**src/sv/aldc_pkg.sv**
```systemverilog
// aldc_pkg: shared constants, types and the register map of the level change detector.
// No dependencies.
package aldc_pkg;
  localparam int MaxBufferWords = 4096;
  localparam int BwW = $clog2(MaxBufferWords + 1);
  localparam int BsW = 16 + BwW;
  localparam int TwW = 18;
  localparam int TsW = 40;
  localparam int TqW = 50;
  localparam int QDepth = 2;

  localparam logic [1:0] REG_TRAIN = 2'd0;
  localparam logic [1:0] REG_THRESH = 2'd1;
  localparam logic [1:0] REG_DUR = 2'd2;

  // one closed buffer, handed from the front to the back
  typedef struct packed {
    logic          trains;
    logic          fix;
    logic [BsW-1:0] sum;
    logic [BwW-1:0] words;
    logic [31:0]   step;
    logic [31:0]   total;
  } job_t;
endpackage

```
**src/sv/aldc_front.sv**
```systemverilog
// aldc_front: accepts words, keeps buffer and training accumulators, emits one job per buffer.
// Depends on aldc_pkg.
module aldc_front (
  input  logic                    clk,
  input  logic                    rst_n,
  input  logic                    in_valid,
  output logic                    in_ready,
  input  logic [15:0]             word,
  input  logic                    last,
  input  logic [31:0]             step,
  input  logic [31:0]             total,
  input  logic [15:0]             training_count,
  input  logic                    trained,
  output logic                    job_valid,
  input  logic                    job_ready,
  output aldc_pkg::job_t          job,
  output logic [aldc_pkg::TsW-1:0] train_sum,
  output logic [aldc_pkg::TqW-1:0] train_sq,
  output logic [aldc_pkg::TwW-1:0] train_words
);
  import aldc_pkg::*;
  logic           active_r, trains_r, fix_r;
  logic [BsW-1:0] bsum_r;
  logic [BwW-1:0] bwords_r;
  logic [TsW-1:0] tsum_r;
  logic [TqW-1:0] tsq_r;
  logic [TwW-1:0] tw_r;
  logic           start_trains, start_fix, cur_trains, cur_fix, close;
  logic [BsW-1:0] sum_nxt;
  logic [BwW-1:0] words_nxt;
  logic [31:0]    sq;

  // the back reads the training sums at a fix job, so hold the front while a job waits
  assign in_ready = !job_valid || job_ready;
  assign start_trains = !trained && ({2'b0, training_count} > tw_r);
  assign start_fix = !trained && !start_trains;
  assign cur_trains = active_r ? trains_r : start_trains;
  assign cur_fix = active_r ? fix_r : start_fix;
  assign sum_nxt = (active_r ? bsum_r : '0) + BsW'(word);
  assign words_nxt = (active_r ? bwords_r : '0) + BwW'(1);
  assign close = last || (words_nxt >= BwW'(MaxBufferWords));
  assign sq = word * word;

  logic job_valid_r;
  job_t job_r;
  assign job_valid = job_valid_r;
  assign job = job_r;
  assign train_sum = tsum_r;
  assign train_sq = tsq_r;
  assign train_words = tw_r;

  always_ff @(posedge clk) begin
    if (!rst_n) begin
      active_r <= 1'b0;
      trains_r <= 1'b0;
      fix_r <= 1'b0;
      tsum_r <= '0;
      tsq_r <= '0;
      tw_r <= '0;
      job_valid_r <= 1'b0;
    end else begin
      if (job_ready) job_valid_r <= 1'b0;
      if (in_valid && in_ready) begin
        bsum_r <= sum_nxt;
        bwords_r <= words_nxt;
        trains_r <= cur_trains;
        fix_r <= cur_fix;
        active_r <= !close;
        if (cur_trains) begin
          tsum_r <= tsum_r + TsW'(word);
          tsq_r <= tsq_r + TqW'(sq);
          tw_r <= tw_r + TwW'(1);
        end
        if (close) begin
          job_valid_r <= 1'b1;
          job_r.trains <= cur_trains;
          job_r.fix <= cur_fix;
          job_r.sum <= sum_nxt;
          job_r.words <= words_nxt;
          job_r.step <= step;
          job_r.total <= total;
        end
      end
    end
  end
endmodule

```
**config.mk**
```make
export PLATFORM = sky130hd
export DESIGN_NAME = aldc_front
export DESIGN_NICKNAME = d
export VERILOG_FILES = /design/src/sv/aldc_pkg.sv /design/src/sv/aldc_front.sv
export SDC_FILE = /design/constraint.sdc
export NUM_CORES = 1
export LEC_CHECK = 0
export BUFFER_PORTS_ARGS = -buffer_cell sky130_fd_sc_hd__buf_2
export CAP_MARGIN = 10
export CORE_UTILIZATION = 35
export DETAILED_ROUTE_END_ITERATION = 16
export PLACE_DENSITY = 0.61
export SETUP_SLACK_MARGIN = 0.3
export SYNTH_ARGS = -nofsm -noshare
export SYNTH_HDL_FRONTEND = slang
export SYNTH_SLANG_ARGS = --single-unit
```
**constraint.sdc**
```tcl
create_clock -name clk -period 14.2 [get_ports clk]
set_input_delay 2.84 -clock clk [delete_from_list [all_inputs] [get_ports clk]]
set_output_delay 2.84 -clock clk [all_outputs]
set_load 0.02 [all_outputs]
```
## Word-level counts from Yosys, hierarchy flattened

Cells that the tools add are included.

- Logic and storage cells: 42
- Memory bits (read-only): 0
- Memory bits (writable): 0
- Memories: 0
- Output and inout port bits: 218
- Register bits after elaboration: 262
- Bits in latches: 0

- Divide/modulo/power cells: 0
- $lt $le $gt $ge: 2
- Equal/unequal tests: 0
- Muxes and demuxes: 7
- Shifts and indexed selects: 0
- Multipliers: 1
- Add/subtract/negate cells: 5
- Bitwise gates (word level): 0
- Reduce and logical (&&, ||, !) cells: 12

Operators by type and width:

| kind | number |
|---|---|
| adder 50 x 32 -> 50 bit | 1 |
| adder 40 x 16 -> 40 bit | 1 |
| multiplier 16 x 16 -> 32 bit | 1 |
| adder 29 x 16 -> 29 bit | 1 |
| two-way mux 29 bit | 1 |
| adder 18 x 1 -> 18 bit, second input constant | 1 |
| greater-than comparator 16 x 18 -> 1 bit | 1 |
| adder 13 x 1 -> 13 bit, second input constant | 1 |
| greater-or-equal comparator 13 bit, second input constant | 1 |
| two-way mux 13 bit | 1 |
| two-way mux 1 bit | 5 |
| zero test 1 bit | 4 |
| AND reduction 2 bit | 2 |
| logical AND 1 bit | 3 |
| AND reduction 3 bit | 1 |
| logical OR 1 bit | 2 |

## Longest topological paths before layout

- Depth after elaboration: 6
- Mapped depth: 27
- Depth with buffers taken out: 24

## Worst setup path before layout

Ideal clock, no wire load.

- Kind: input to register
- From: in word[4]
- To: reg tsq_r[48] (netlist: train_sq[48])
- Data required time: 14.085 ns
- Cell stages on the path: 22
- Slack: 5.362 ns
- Data arrival time: 8.723 ns
- Library setup time: 0.115 ns
- Cells stage by stage: clkbuf_1 > buf_1 > nand2_1 > fa_1 > inv_1 > fa_1 > fa_1 > fa_1 > fa_1 > inv_1 > fa_1 > inv_1 > ha_1 > clkbuf_1 > nand4_1 > or2_2 > a2111oi_1 > o22ai_1 > nor2_2 > nand3_1 > xnor2_1 > and2_1

- Longest elaborated chain between the ends: 2

Ends and longest elaborated chain:

| what | RTL line | RTL |
|---|---|---|
| start: declaration | aldc_front.sv:8 | `input logic [15:0] word,` |
| multiplier 16 x 16 -> 32 bit | aldc_front.sv:42 | `assign sq = word * word;` |
| adder 50 x 32 -> 50 bit | aldc_front.sv:71 | `tsq_r <= tsq_r + TqW'(sq);` |
| end signal: assignment | aldc_front.sv:71 |  |
| end: declaration | aldc_front.sv:26 | `logic [TqW-1:0] tsq_r;` |

Every way passes these cells.
A chain may end at the register's enable or synchronous reset.

## Worst setup path after layout

- From: in word[6]
- To: reg tsq_r[48] (netlist: train_sq[48])

Same word-level chain as after synthesis.

==> flow_summary_export.csv <==
group,metric,value,unit
finish,drive_gt1_share,17.03,%
yosys,synth_top_area_cell,"edfxtp_1",
clock_tree,clkTransAtPathRegs,0.06,ns
finish,seqCellArea,6746,sq um
clock_tree,numCtsBuffers,30,
placed_design,dp_hpwl,38550,um
yosys,synth_area_per_cell,9.799,sq um
worst_setup_path,worstPathMaxFanout,19,
yosys,synthDistinctLibCells,70,
worst_setup_path,cp.arrival,9.61,ns
yosys,yosys_most_used_dff,"edfxtp_1",
die,die_area,57760,sq um
clock_tree,cts_buffer_depth,3,
yosys,ys_warn_count,0,
yosys,synth-seq-cells,262,
power,peakVddDrop,0.2881,mV
hold_path,hp-class,"reg2reg",
global_routing,use_met3,2.549,%
routing,drtPass1Iterations,7,
routing,viasPerCell,4.824,
routing,drcViolationCount,0,
yosys,synthTopCellsByCount,"inv_1, nand2_1, fa_1",
yosys,synth_edf_count,150,
global_routing,antenna_found_initial,3,
sta,fmax,109.5,MHz
sta,worstMarginPinSlew,1.108,ns
placed_design,post-place-ws,4.497,ns
die,core,55630,sq um
yosys,synthTopCellsByArea,"edfxtp_1, fa_1, dfxtp_1",
finish,fill_cells,5526,
routing,num_vias,14970,
yosys,ys_seq_area_share,33.93,%
global_routing,grt-ovfl-total,0,
clock_tree,post_cts_buffers,0,
sta,finClkSkew,0.01756,ns
clock_tree,hold_buffers,0,
finish,antennaDiodeCount,0,
clock_tree,clock_latency,0.60,ns
sta,finalCritPeriodShare,64.33,%
worst_setup_path,r2r_setup_slack,8.82,ns
yosys,synthMostInstantiatedCell,"inv_1",
routing,drtIter0Drc,627,
sta,drv_slew,0,
yosys,synth_fp_nets,2484,
yosys,netlist.area_leader.share,22.66,%
routing,detail_route.wl_per_cell,16.18,um
sta,final-hold-violation-count,0,
flow_run,cap_violations,0,
sta,fin_setup_tns,0,ns
global_routing,grt_start_max_net_pins,67,
clock_tree,root_buffer,"clkbuf_16",
die,io_pins,320,
die,dieWidth,240.3,um
sta,min_period,9.135,ns
sta,maxSlewHeadroom,25.65,%
global_routing,met1_usage,22.05,%
placed_design,place.gp.congestion,0.8589,
placed_design,portBuffers,319,
yosys,syn_inst,2029,
sta,rsz0062_at_grt,"no",
sta,fin_ws,5.065,ns
clock_tree,cts_resized,0,
power,power.leakage,0.01081,uW
die,dieHeight,240.3,um
finish,nNetsFinal,2786,
worst_setup_path,cp-end-kind,"flip-flop",
worst_setup_path,startpoint_type,"input port",
yosys,async_flop_share,0,%
routing,drt-total-wl,50190,um
yosys,synth.cell_area,19880,sq um
global_routing,track_usage,17.38,%
global_routing,gr-max-usage-layer,"met2",
global_routing,met2_usage,30.27,%
die,start_util,35.74,%
clock_tree,htreeDepth,1,
status,outcome,"completed",
routing,drtAntennaViolNets,0,
sta,setup_violations,0,
die,rows,86,
global_routing,grt_pass1_vias,15420,
power,powerDensity,204.4,nW/um^2
clock_tree,cts_sinks,262,
clock_tree,cts_tree,"yes",
finish,multi_input_area,11560,sq um
worst_setup_path,worstSetupPathType,"in2reg",
finish,area_growth,16.75,%
global_routing,grt_pass1_wl,80210,um
worst_setup_path,crit_required,14.68,ns
[critical path, cell delays in order]
cell and delay, ns:
buf_2 0.42, and2_1 0.23, inv_1 0.07, fa_1 0.54, inv_1 0.06, fa_1 0.53, inv_1 0.06, fa_1 0.52
inv_1 0.05, fa_1 0.50, fa_1 0.55, inv_1 0.06, fa_1 0.53, inv_1 0.04, ha_1 0.39, nand4_1 0.18
or2_2 0.31, a2111oi_1 0.70, o22ai_1 0.27, nor2_2 0.32, nand3_1 0.14, xnor2_1 0.13, and2_1 0.15
[flip-flops by register name, summed over array words and instances, names as in the netlist]
| name | count |
|---|---|
| train_words | 18 |
| bwords_r | 13 |
| job | 108 |
| job_valid | 1 |
| bsum_r | 29 |
| active_r | 1 |
| trains_r | 1 |
| fix_r | 1 |
| train_sum | 40 |
| train_sq | 50 |
[per-stage QoR]
step / power (uW) / instance area, sq um / hold WS (ns) / std cells / util [%]
after floorplan: 3314 / 19880 / 0.4366 / 2029 / -
after global placement: 3961 / 22270 / 0.4458 / 3047 / 40.04
after detailed placement: 3991 / 22270 / 0.4499 / 3047 / 40.04
after CTS: 4776 / 23210 / 0.4588 / 3103 / 41.72
after global routing: 5268 / 23210 / 0.4805 / 3103 / 41.72
final: 4744 / 23210 / 0.4579 / 3103 / 41.72
[layout by cell type, fill, tap and decap left out, types with 6 or more instances in the layout]
cell	netlist	routed
o31ai_1	6	6
clkbuf_1	45	7
nand3_1	52	52
xnor2_1	81	81
a21oi_1	98	98
nand2_1	226	226
dfxtp_1	112	112
a31oi_1	8	7
and2_1	84	83
edfxtp_1	150	150
o211ai_1	7	7
a211oi_1	15	15
clkbuf_16	0	30
inv_1	366	366
nor3_1	21	21
or3_1	7	7
buf_4	0	7
nor2_1	109	108
buf_2	7	319
o21ai_0	52	52
o21a_1	11	11
ha_1	158	158
and3_1	25	25
xor2_1	42	42
a21o_1	23	23
fa_1	195	195
nand2b_1	12	12
nor2b_1	7	7
clkinv_2	0	10
o21bai_1	9	9
nand4_1	19	19
[kinds of logic after synthesis]
kind of cell               after synthesis  synth area share, %
DFF                                    262                33.93
adders and majority gates              353                29.58
buffers and inverters                  423                8.030
and+or+nand+nor                        596                14.39
AOI/OAI and AO/OA                      268                8.439
xor gates and xnor gates               123                5.418
muxes                                    4               0.2077
[metal layers]
| metal | part of all wire, % | vias up |
|---|---|---|
| met5 | 0.044 | - |
| met4 | 3.1 | 4 |
| met3 | 5.3 | 77 |
| met2 | 50 | 374 |
| met1 | 42 | 7326 |
| li1 | - | 7189 |
[path summary, 6_finish.rpt]
path / depth (start not counted) / from / to
setup reg to reg: 17 / train_sq[14]$_SDFFE_PN0P_ / train_sq[48]$_SDFFE_PN0P_
hold / removal: 2 / trains_r$_SDFFE_PN0P_ / trains_r$_SDFFE_PN0P_
setup / recovery: 23 / word[6] / train_sq[48]$_SDFFE_PN0P_
hold reg to reg: 2 / trains_r$_SDFFE_PN0P_ / trains_r$_SDFFE_PN0P_
[cell type report]
class,instances,share of cell area (%)
multi-input combinational,1344,49.82
clock inverter,17,0.5983
timing repair buffer,326,7.105
clock buffer,39,3.439
tap,748,4.032
inverter,367,5.940
sequential,262,29.07
[power by group]
group	total (uW)	internal, uW	leakage [uW]	switching, uW
clock	744	416	0.000456	328
sequential	878	848	0.00230	29.5
combinational	3120	1240	0.00805	1880
total	4740	2510	0.0108	2240
Power figures use the tool's default switching activity.
