[src/sv/aldc_pkg.sv]
// aldc_pkg: shared constants, types and the register map of the level change detector.
// No dependencies.
package aldc_pkg;
  localparam int MaxBufferWords = 4096;
  localparam int BwW = $clog2(MaxBufferWords + 1);
  localparam int BsW = 16 + BwW;
  localparam int TwW = 18;
  localparam int TsW = 40;
  localparam int TqW = 50;
  localparam int QDepth = 2;

  localparam logic [1:0] REG_TRAIN = 2'd0;
  localparam logic [1:0] REG_THRESH = 2'd1;
  localparam logic [1:0] REG_DUR = 2'd2;

  // one closed buffer, handed from the front to the back
  typedef struct packed {
    logic          trains;
    logic          fix;
    logic [BsW-1:0] sum;
    logic [BwW-1:0] words;
    logic [31:0]   step;
    logic [31:0]   total;
  } job_t;
endpackage

[src/sv/aldc_queue.sv]
// aldc_queue: short job queue between front and back.
// Depends on aldc_pkg.
module aldc_queue (
  input  logic           clk,
  input  logic           rst_n,
  input  logic           wr_valid,
  output logic           wr_ready,
  input  aldc_pkg::job_t wr_job,
  output logic           rd_valid,
  input  logic           rd_ready,
  output aldc_pkg::job_t rd_job
);
  import aldc_pkg::*;
  localparam int AW = $clog2(QDepth);
  job_t        mem_r [QDepth];
  logic [AW-1:0] wp_r, rp_r;
  logic [AW:0]   cnt_r;
  logic wr, rd;
  assign wr_ready = cnt_r != (AW+1)'(QDepth);
  assign rd_valid = cnt_r != '0;
  assign rd_job = mem_r[rp_r];
  assign wr = wr_valid && wr_ready;
  assign rd = rd_valid && rd_ready;
  always_ff @(posedge clk) begin
    if (wr) mem_r[wp_r] <= wr_job;
    if (!rst_n) begin
      wp_r <= '0;
      rp_r <= '0;
      cnt_r <= '0;
    end else begin
      if (wr) wp_r <= wp_r + AW'(1);
      if (rd) rp_r <= rp_r + AW'(1);
      cnt_r <= cnt_r + (AW+1)'(wr) - (AW+1)'(rd);
    end
  end
endmodule

[config.mk]
export PLATFORM = sky130hd
export DESIGN_NAME = aldc_queue
export DESIGN_NICKNAME = d
export VERILOG_FILES = /design/src/sv/aldc_pkg.sv /design/src/sv/aldc_queue.sv
export SDC_FILE = /design/constraint.sdc
export NUM_CORES = 1
export LEC_CHECK = 0
export BUFFER_PORTS_ARGS = -buffer_cell sky130_fd_sc_hd__buf_2
export CORE_MARGIN = 2
export CORE_UTILIZATION = 45
export DETAILED_ROUTE_END_ITERATION = 10
export GPL_TIMING_DRIVEN = 0
export PLACE_DENSITY = 0.7
export REMOVE_ABC_BUFFERS = 1
export SYNTH_ARGS = -nofsm -noshare
export SYNTH_HDL_FRONTEND = slang
export SYNTH_SLANG_ARGS = --single-unit
[constraint.sdc]
create_clock -name clk -period 5.2 [get_ports clk]
set_clock_uncertainty 0.1 [all_clocks]
set_input_delay 1.04 -clock clk [delete_from_list [all_inputs] [get_ports clk]]
set_output_delay 1.04 -clock clk [all_outputs]
set_load 0.02 [all_outputs]
# Word-level counts from Yosys, hierarchy flattened
# Memories as Yosys holds them, arrays and structs flattened. A register that Yosys moved wholly into a read port is not among the register bits.
# Cells that the tools add are included.
# totals
latchBits	0
mem_bits_rw	216
regBits	4
out_inout_bits	110
mem_count	1
rom_bits	0
# mem_list
name	depth	word_bits	rd	rd_clocked_by_memory_dff	wr	line	source
mem_r	2	108	1	1	1	aldc_queue.sv:15	job_t mem_r [QDepth];
# op_classes
order_cmp	0
n_shift	0
bitwise	0
reduce_logical	3
add_sub_neg	4
mux	4
n_eq_ne	1
div	0
mul	0
# op_table
op	n
1-bit two-way mux	4
1-bit adder (second input constant)	2
2-bit by 1-bit adder with 2-bit output	1
1-bit logical AND	2
2-bit != test (second input constant)	1
2-bit nonzero test	1
2-bit by 1-bit subtractor with 2-bit output	1

# Logic depth before layout (Yosys ltp)
# Gate-level depths: netlist of the first run.
# depth
depth_word	4
mapped_depth	6
mapped_depth_nobuf	6

# Least setup slack after synthesis of the first run
# Ideal clock, no wire load.
# synth_timing
path_kind	input -> register
from	input wr_valid
to	memory mem_r[1][0] (netlist name) (enable)
cell_stages	1
setup_slack_ps	1034
setup_ps	480
arrival_ps	3586
path_cell_list	and3_1
# synth_via
elab_chain_len	3
# synth_lines
item	line	source
start, declared	aldc_queue.sv:6	input logic wr_valid,
1-bit logical AND	aldc_queue.sv:22	assign wr = wr_valid && wr_ready;
1-bit two-way mux	aldc_queue.sv:25	if (wr) mem_r[wp_r] <= wr_job;
1-bit two-way mux (not written as such)	aldc_queue.sv:25	
end, declared	aldc_queue.sv:15	
# No other way between the ends.

==> results of run 1 <==
==> state kept, by name (all words and copies together) (netlist names), named ones only <==
register,flops
cnt_r,2
mem_r,216
rp_r,1
wp_r,1
==> Yosys cell counts <==
library cell,instances,area [um^2]
xnor2_1,1,8.76
nand2_1,1,3.75
or2_2,1,6.26
buf_2,8,40.0
mux2_2,88,991
nand2b_1,2,12.5
mux2i_1,1,10.0
nand3_1,1,5.00
a32oi_1,1,8.76
mux2_4,20,300
a21boi_0,1,7.51
a211oi_1,1,7.51
and3_1,1,6.26
and2_1,3,18.8
edfxtp_1,216,6490
o21ai_0,2,10.0
inv_1,1,3.75
ha_1,1,12.5
buf_6,4,45.0
nor2b_1,1,6.26
a21bo_2,2,20.0
dfxtp_1,5,100
nand3b_1,1,7.51
nor2_1,2,7.51
==> metrics by stage <==
step	setup TNS, ps	total power [mW]	hold slack, ps	area [um^2]
global route	0	5.01	543	10200
finish	0	4.81	490	10200
CTS	0	4.88	504	10200
global placement	-122240	3.43	440	9430
floorplan	0	3.05	429	8040
detailed placement	0	3.39	490	9530
==> worst max-delay path, stage by stage (launching register included) <==
cell and delay (ps):
dfxtp_4 950, buf_16 330, mux2_2 380, buf_2 160
==> area by class of cell <==
class                   instances  area [um^2]
multi-input cells             131         1460
fillers                      1390         7640
well taps                     229          287
clock buffers                  28          594
inverters                       1         6.26
clock inverters                12         81.3
flip-flops and latches        221         6590
repair buffers                224         1190
==> kinds of logic (layout without fill, tap and decap cells) <==
kind of cell | after synthesis | after routing | synth area share [%]
AO/OA/AOI/OAI | 7 | 7 | 0.662
XOR/XNOR | 1 | 1 | 0.108
adder cells (fa/ha/maj) | 1 | 1 | 0.154
buffers and inverters | 13 | 265 | 1.09
flip-flops | 221 | 221 | 81.1
multiplexers | 109 | 109 | 16.0
AND/OR/NAND/NOR | 13 | 13 | 0.909
==> path summary, 6_finish.rpt <==
path                                from      endpoint  depth (start not counted)
worst max-delay path                flop    rd_job[60]                          3
worst min-delay path                rp_r          flop                          2
worst max register to register  cnt_r[0]  mem_r[0][22]                          4
worst min register to register      rp_r          flop                          2
==> routing by layer <==
metal  GRT usage (%)  part of all wire (%)  vias up
met4            3.97                   1.7        0
li1                -                     -     1933
met1            16.7                    39     2057
met3            5.16                   9.2       26
met5               0                     0        -
met2            26.6                    50      153
==> power by group through the flow <==
stage	sequential (mW)	clock [mW]	combinational (mW)
6_report	2.27	1.47	1.06
2_1_floorplan	2.32	0	0.727
5_1_grt	2.29	1.58	1.13
3_3_place_gp	2.37	0	1.06
4_1_cts	2.28	1.52	1.08
3_5_place_dp	2.32	0	1.08
==> layout by cell type, fill, tap and decap left out, drive strengths merged <==
cell type,count
nor2b,1
o21ai,2
ha,1
mux2i,1
and2,3
clkbuf,28
nand3,1
mux2,108
nand3b,1
clkinv,10
bufinv,1
nor2,2
edfxtp,216
a32oi,1
a21bo,2
nand2b,2
buf,224
clkinvlp,1
a21boi,1
nand2,1
a211oi,1
and3,1
xnor2,1
or2,1
dfxtp,5
inv,1
==> results.env, run 1 <==
RUN_STATUS='completed'
DP_CELLS=806
SYNTH_CELLS=365
WORST_SETUP_PATH_END_KIND='output port'
MAXCAPVIOLCOUNT=0
YS_SEQ_AREA_SHARE_PCT=81.1
GP_CONGESTION=0.695
INTERNAL_POWER_mW=3.49
FP.DIEW_UM=138
POWER.SEQUENTIAL.FRACTION_PCT=47.3
GRT_SETUP_UNREPAIRED='no'
GRT.OVERFLOW.TOTAL=0
UTILIZATION_AFTER_LAYOUT_PCT=57.2
GRT_START_MAX_NET_PINS=67
SLEW-LIMIT-HEADROOM_PCT=37.0
CORE_AREA_MM2=0.0178
NUM_IO_PINS=222
LAYOUT-AREA-OVERHEAD-VS-SYNTH_PCT=25.6
VERTICAL_DIE_DIMENSION_UM=138
INITIAL_UTILIZATION_PCT=45.5
TIMING.FINAL.HOLD_VIOLATIONS=0
MAXSLEWVIOLCOUNT=0
DATA_ARRIVAL_TIME_OF_THE_WORST_PATH_PS=2340
GLOBALROUTETOTALUTIL_PCT=14.7
CLOCK_SHARE_OF_POWER_PCT=30.6
FRACTION_OF_LAYOUT_INSTANCES_USING_A_DRIVE_STRENGTH_ABOVE_1_PCT=59.2
FINALWORSTSETUPSLACK_PS=1720
YOSYS_WARNINGS=0
ROOT_BUFFER='clkbuf_16'
CRITPATHREQUIREDTIME_PS=4060
TRITONCTS='done'
PLACE.PORT_BUFFERS=221
PERIOD_SHARE_PCT=67.0
VIAS_PER_CELL=4.93
FINALWORSTPATHREQUIREDPERIOD_PS=3480
R2R_SLACK_PS=3030
ANTENNA_CELLS=0
POSTSYNTHAREAPERCELL_UM2=22.3
CLKSINKCOUNT=221
SETUP-VIOLATIONS-FINAL=0
DETAIL_ROUTE.WIRELENGTH_UM=14700
CTS.PATH.MAX_BUFFERS=3
PLACEMENTROWS=49
CTS.CLK_SLEW.WORST_PATHS_PS=60
SYN-CELL-AREA_MM2=0.00813
DRTPASS1ITERATIONS=4
NUMBER_OF_GLOBAL_ROUTE_VIAS_BEFORE_REPAIR=4513
PRE_CTS_SLACK_PS=2140
DRC=0
DP_HPWL_UM=9400
ROUTE.VIAS.TOTAL=4169
GRT_FIRST_PASS_WIRELENGTH_UM=22800
CTSRESIZECOUNT=0
DESIGN.FINAL.NETS=715
WORST_PIN_SLEW_PS=945
FIRST_ITER_VIOLATIONS=151
CTS_MADE_BUFFERS=23
MAX_FREQ_GHz=0.287
CRITICAL_PATH.MAX_FANOUT=64
HTREE_NUM_LEVELS=1
CLASS_OF_THE_MOST_CRITICAL_SETUP_PATH='reg -> out'
P_SW_SHARE_PCT=27.3
CTS_SETUP_BUFFERS=0
ANTENNA_VIOLATIONS_BEFORE_REPAIR=0
CLOCK_INSERTION_DELAY_WORST_SKEW_PS=490
DESIGN.DIE.AREA_MM2=0.0191
POSTCTSHOLDBUFS=0
DETAIL-ROUTE-ANTENNA-NETS=0
YOSYS.CELL_TYPES.COUNT=24
P_SWITCHING_mW=1.31
CRITPATHLAUNCHTYPE='flop'
HOLD_PATH_CLASS='reg -> reg'
ROUTE.DETAILED.WL_PER_INST_UM=17.4
COMB_POWER_SHARE_PCT=22.1
POWER.DENSITY_mW_PER_MM2=471
VDD_DROP_MAX_V=0.000277
YS_FF_LATCH=221
LAYOUTNONFILLERINSTCOUNT=846
POWER_LEAKAGE_nW=3.83
Power figures use the tool's default switching activity.
==> inputs of run 2 (changes only) <==
Settings changed: ABC_AREA set to 1.
Clock period 5.2 ns to 3.3 ns, I/O delays scaled along.
==> results.env, run 2 <==
DRTPASS1ITERATIONS=6
DP_HPWL_UM=9660
DOMINANTREGCELLSYNTH='edfxtp_1'
MOST_COMMON_CELL_AFTER_LAYOUT_FILL_AND_TAPS_ASIDE='buf_2'
SYNTH-ASYNC-RESET-RATIO_PCT=0
FIN_HOLD_WS_PS=255
HOLD_PATH_CLASS='in -> reg'
FRACTION_OF_LAYOUT_INSTANCES_USING_A_DRIVE_STRENGTH_ABOVE_1_PCT=59.2
ROUTE.VIAS.TOTAL=4142
PLACE.PORT_BUFFERS=221
CRITICAL_PATH.MAX_STAGE_DELAY_PS=830
VIAS_PER_CELL=4.83
YS_FF_LATCH=221
GP_CONGESTION=0.732
GRT_SETUP_UNREPAIRED='no'
LAYOUT-AREA-OVERHEAD-VS-SYNTH_PCT=27.8
DESIGN.DIE.AREA_MM2=0.0191
CTS.CLK_SLEW.WORST_PATHS_PS=60
MAXSLEWVIOLCOUNT=0
CTS.PATH.MAX_BUFFERS=3
DESIGN.FINAL.NETS=727
YOSYS.CELL_TYPES.COUNT=13
POSTCTSHOLDBUFS=0
PLACEMENTROWS=49
FINALWORSTPATHREQUIREDPERIOD_PS=3030
SYN-CELL-AREA_MM2=0.00810
ROUTE.DETAILED.WL_PER_INST_UM=16.7
RUN_STATUS='completed'
SYNTH_CELLS=372
YOSYSTOPAREACELLSHARE_PCT=80.1
POSTSYNTHAREAPERCELL_UM2=21.8
NUMBER_OF_GLOBAL_ROUTE_VIAS_BEFORE_REPAIR=4493
MAXCAPVIOLCOUNT=0
CLKSINKCOUNT=221
ROOT_BUFFER='clkbuf_16'
CRITPATHREQUIREDTIME_PS=2540
WORST_PIN_SLEW_PS=749
SYNTH_AREA_LEADERS='edfxtp_1, mux2_2, mux2_4'
MAX_FREQ_GHz=0.330
CRITICAL_PATH.MAX_FANOUT=59
CTS_MADE_BUFFERS=22
ANTENNA_CELLS=0
ANTENNA_VIOLATIONS_BEFORE_REPAIR=1
LAYOUT_TOP_REGISTERS='mem_r: 216 flops, cnt_r: 2 flops'
SYNTH_ENABLE_FLOP_CELLS=216
VERTICAL_DIE_DIMENSION_UM=138
TIMING.FINAL.HOLD_VIOLATIONS=0
DRC=0
GRT.OVERFLOW.TOTAL=0
MOST_USED_STANDARD_CELL_BY_INSTANCE_COUNT_AFTER_SYNTHESIS='edfxtp_1'
PERIOD_SHARE_PCT=92.0
DETAIL-ROUTE-ANTENNA-NETS=0
CRIT_PATH_CELL_TRACE='buf_16, mux2_2, buf_2'
FP.DIEW_UM=138
GRT_FIRST_PASS_WIRELENGTH_UM=22700
DETAIL_ROUTE.WIRELENGTH_UM=14300
CLOCK_INSERTION_DELAY_WORST_SKEW_PS=490
YS_SEQ_AREA_SHARE_PCT=81.4
HTREE_NUM_LEVELS=1
WORST_SETUP_PATH_END_KIND='output port'
POWER_LEAKAGE_nW=3.93
TRITONCTS='done'
GLOBALROUTETOTALUTIL_PCT=14.6
GRT_START_MAX_NET_PINS=60
NUM_IO_PINS=222
CLASS_OF_THE_MOST_CRITICAL_SETUP_PATH='reg -> out'
POST-LAYOUT-TOTAL-POWER_mW=8.25
COMMONEST_CELLS_AFTER_ROUTING_FILL_AND_TAPS_ASIDE='buf_2, edfxtp_1, mux2_2'
CORE_AREA_MM2=0.0178
REGMOSTFLOPS='mem_r'
SYNTH.LARGEST_AREA_CELL='edfxtp_1'
SETUP-VIOLATIONS-FINAL=0
VDD_DROP_MAX_V=0.000511
FIRST_ITER_VIOLATIONS=164
INITIAL_UTILIZATION_PCT=45.5
CTSRESIZECOUNT=0
SLEW-LIMIT-HEADROOM_PCT=50.1
MAX_REG_FLOPS=216
CRITICAL-PATH-SLOWEST-CELL='dfxtp_4'
YOSYS_WARNINGS=0
CRITPATHLAUNCHTYPE='flop'
SYNTH.CELLS.MOST_FREQUENT='edfxtp_1, mux2_2, mux2_4'
CTS_SETUP_BUFFERS=0
DATA_ARRIVAL_TIME_OF_THE_WORST_PATH_PS=2270
POWER.DENSITY_mW_PER_MM2=798
run 2: changes by cell type after synthesis, sizes merged, moves of 2 or more:
cell | before | now
nand2 | 1 | 11
nor2 | 2 | 9
inv | 1 | 7
and2 | 3 | 0
a21bo | 2 | 0
nand2b | 2 | 0
o21ai | 2 | 0
run 2: logic make-up after synthesis:
group	after synthesis	share of synthesized area, %
adders and majority gates	1	0.155
xor gates and xnor gates	1	0.108
and+or+nand+nor	21	0.989
DFF	221	81.4
AOI/OAI and AO/OA	1	0.0618
buffers and inverters	19	1.38
muxes	108	16.0
run 2: critical path: cells and delay by family (launching register included):
kind     cells  cell delay, ps
buf+inv      2             530
flops        1             830
mux          1             390
run 2: routing by layer:
metal / share of wire, % / wire (um) / track usage, %
met1: 40 / 5750 / 18.0
met5: 0.091 / 13 / 0
met3: 7.6 / 1100 / 4.33
met2: 50 / 7170 / 25.1
met4: 2.1 / 307 / 4.35
run 2: area by class of cell:
cell class	instances	area, um^2
clock buffers	27	591
well taps	229	287
repair buffers	230	1340
fillers	1366	7430
flip-flops and latches	221	6590
inverters	7	26.3
clock inverters	11	101
multi-input cells	132	1410
run 2: final timing paths:
| kind | startpoint | endpoint | slack, ps | cells after the start |
|---|---|---|---|---|
| max | flop | rd_job[41] | 270 | 3 |
| max reg2reg | cnt_r[0] | mem_r[0][84] | 1100 | 6 |
| min | wr_job[105] | mem_r[1][105] | 250 | 1 |
| min reg2reg | rp_r | flop | 410 | 2 |
run 2: power by group:
part | total [mW] | switching, mW | leakage, nW | internal [mW]
combinational | 2.14 | 1.22 | 1.52 | 0.921
clock | 2.39 | 0.966 | 0.345 | 1.42
sequential | 3.72 | 0.168 | 2.06 | 3.56
run 2: through the flow:
stage / setup slack (ps) / area (um^2) / setup TNS, ps / std cells / util [%]
after floorplan: -2710 / 8010 / -687360 / 360 / -
after global placement: -5060 / 9400 / -1339110 / 810 / 52.9
after detailed placement: 744 / 9650 / 0 / 819 / 54.3
after CTS: 208 / 10300 / 0 / 857 / 58.2
after global routing: 123 / 10300 / 0 / 857 / 58.2
final: 265 / 10300 / 0 / 857 / 58.2
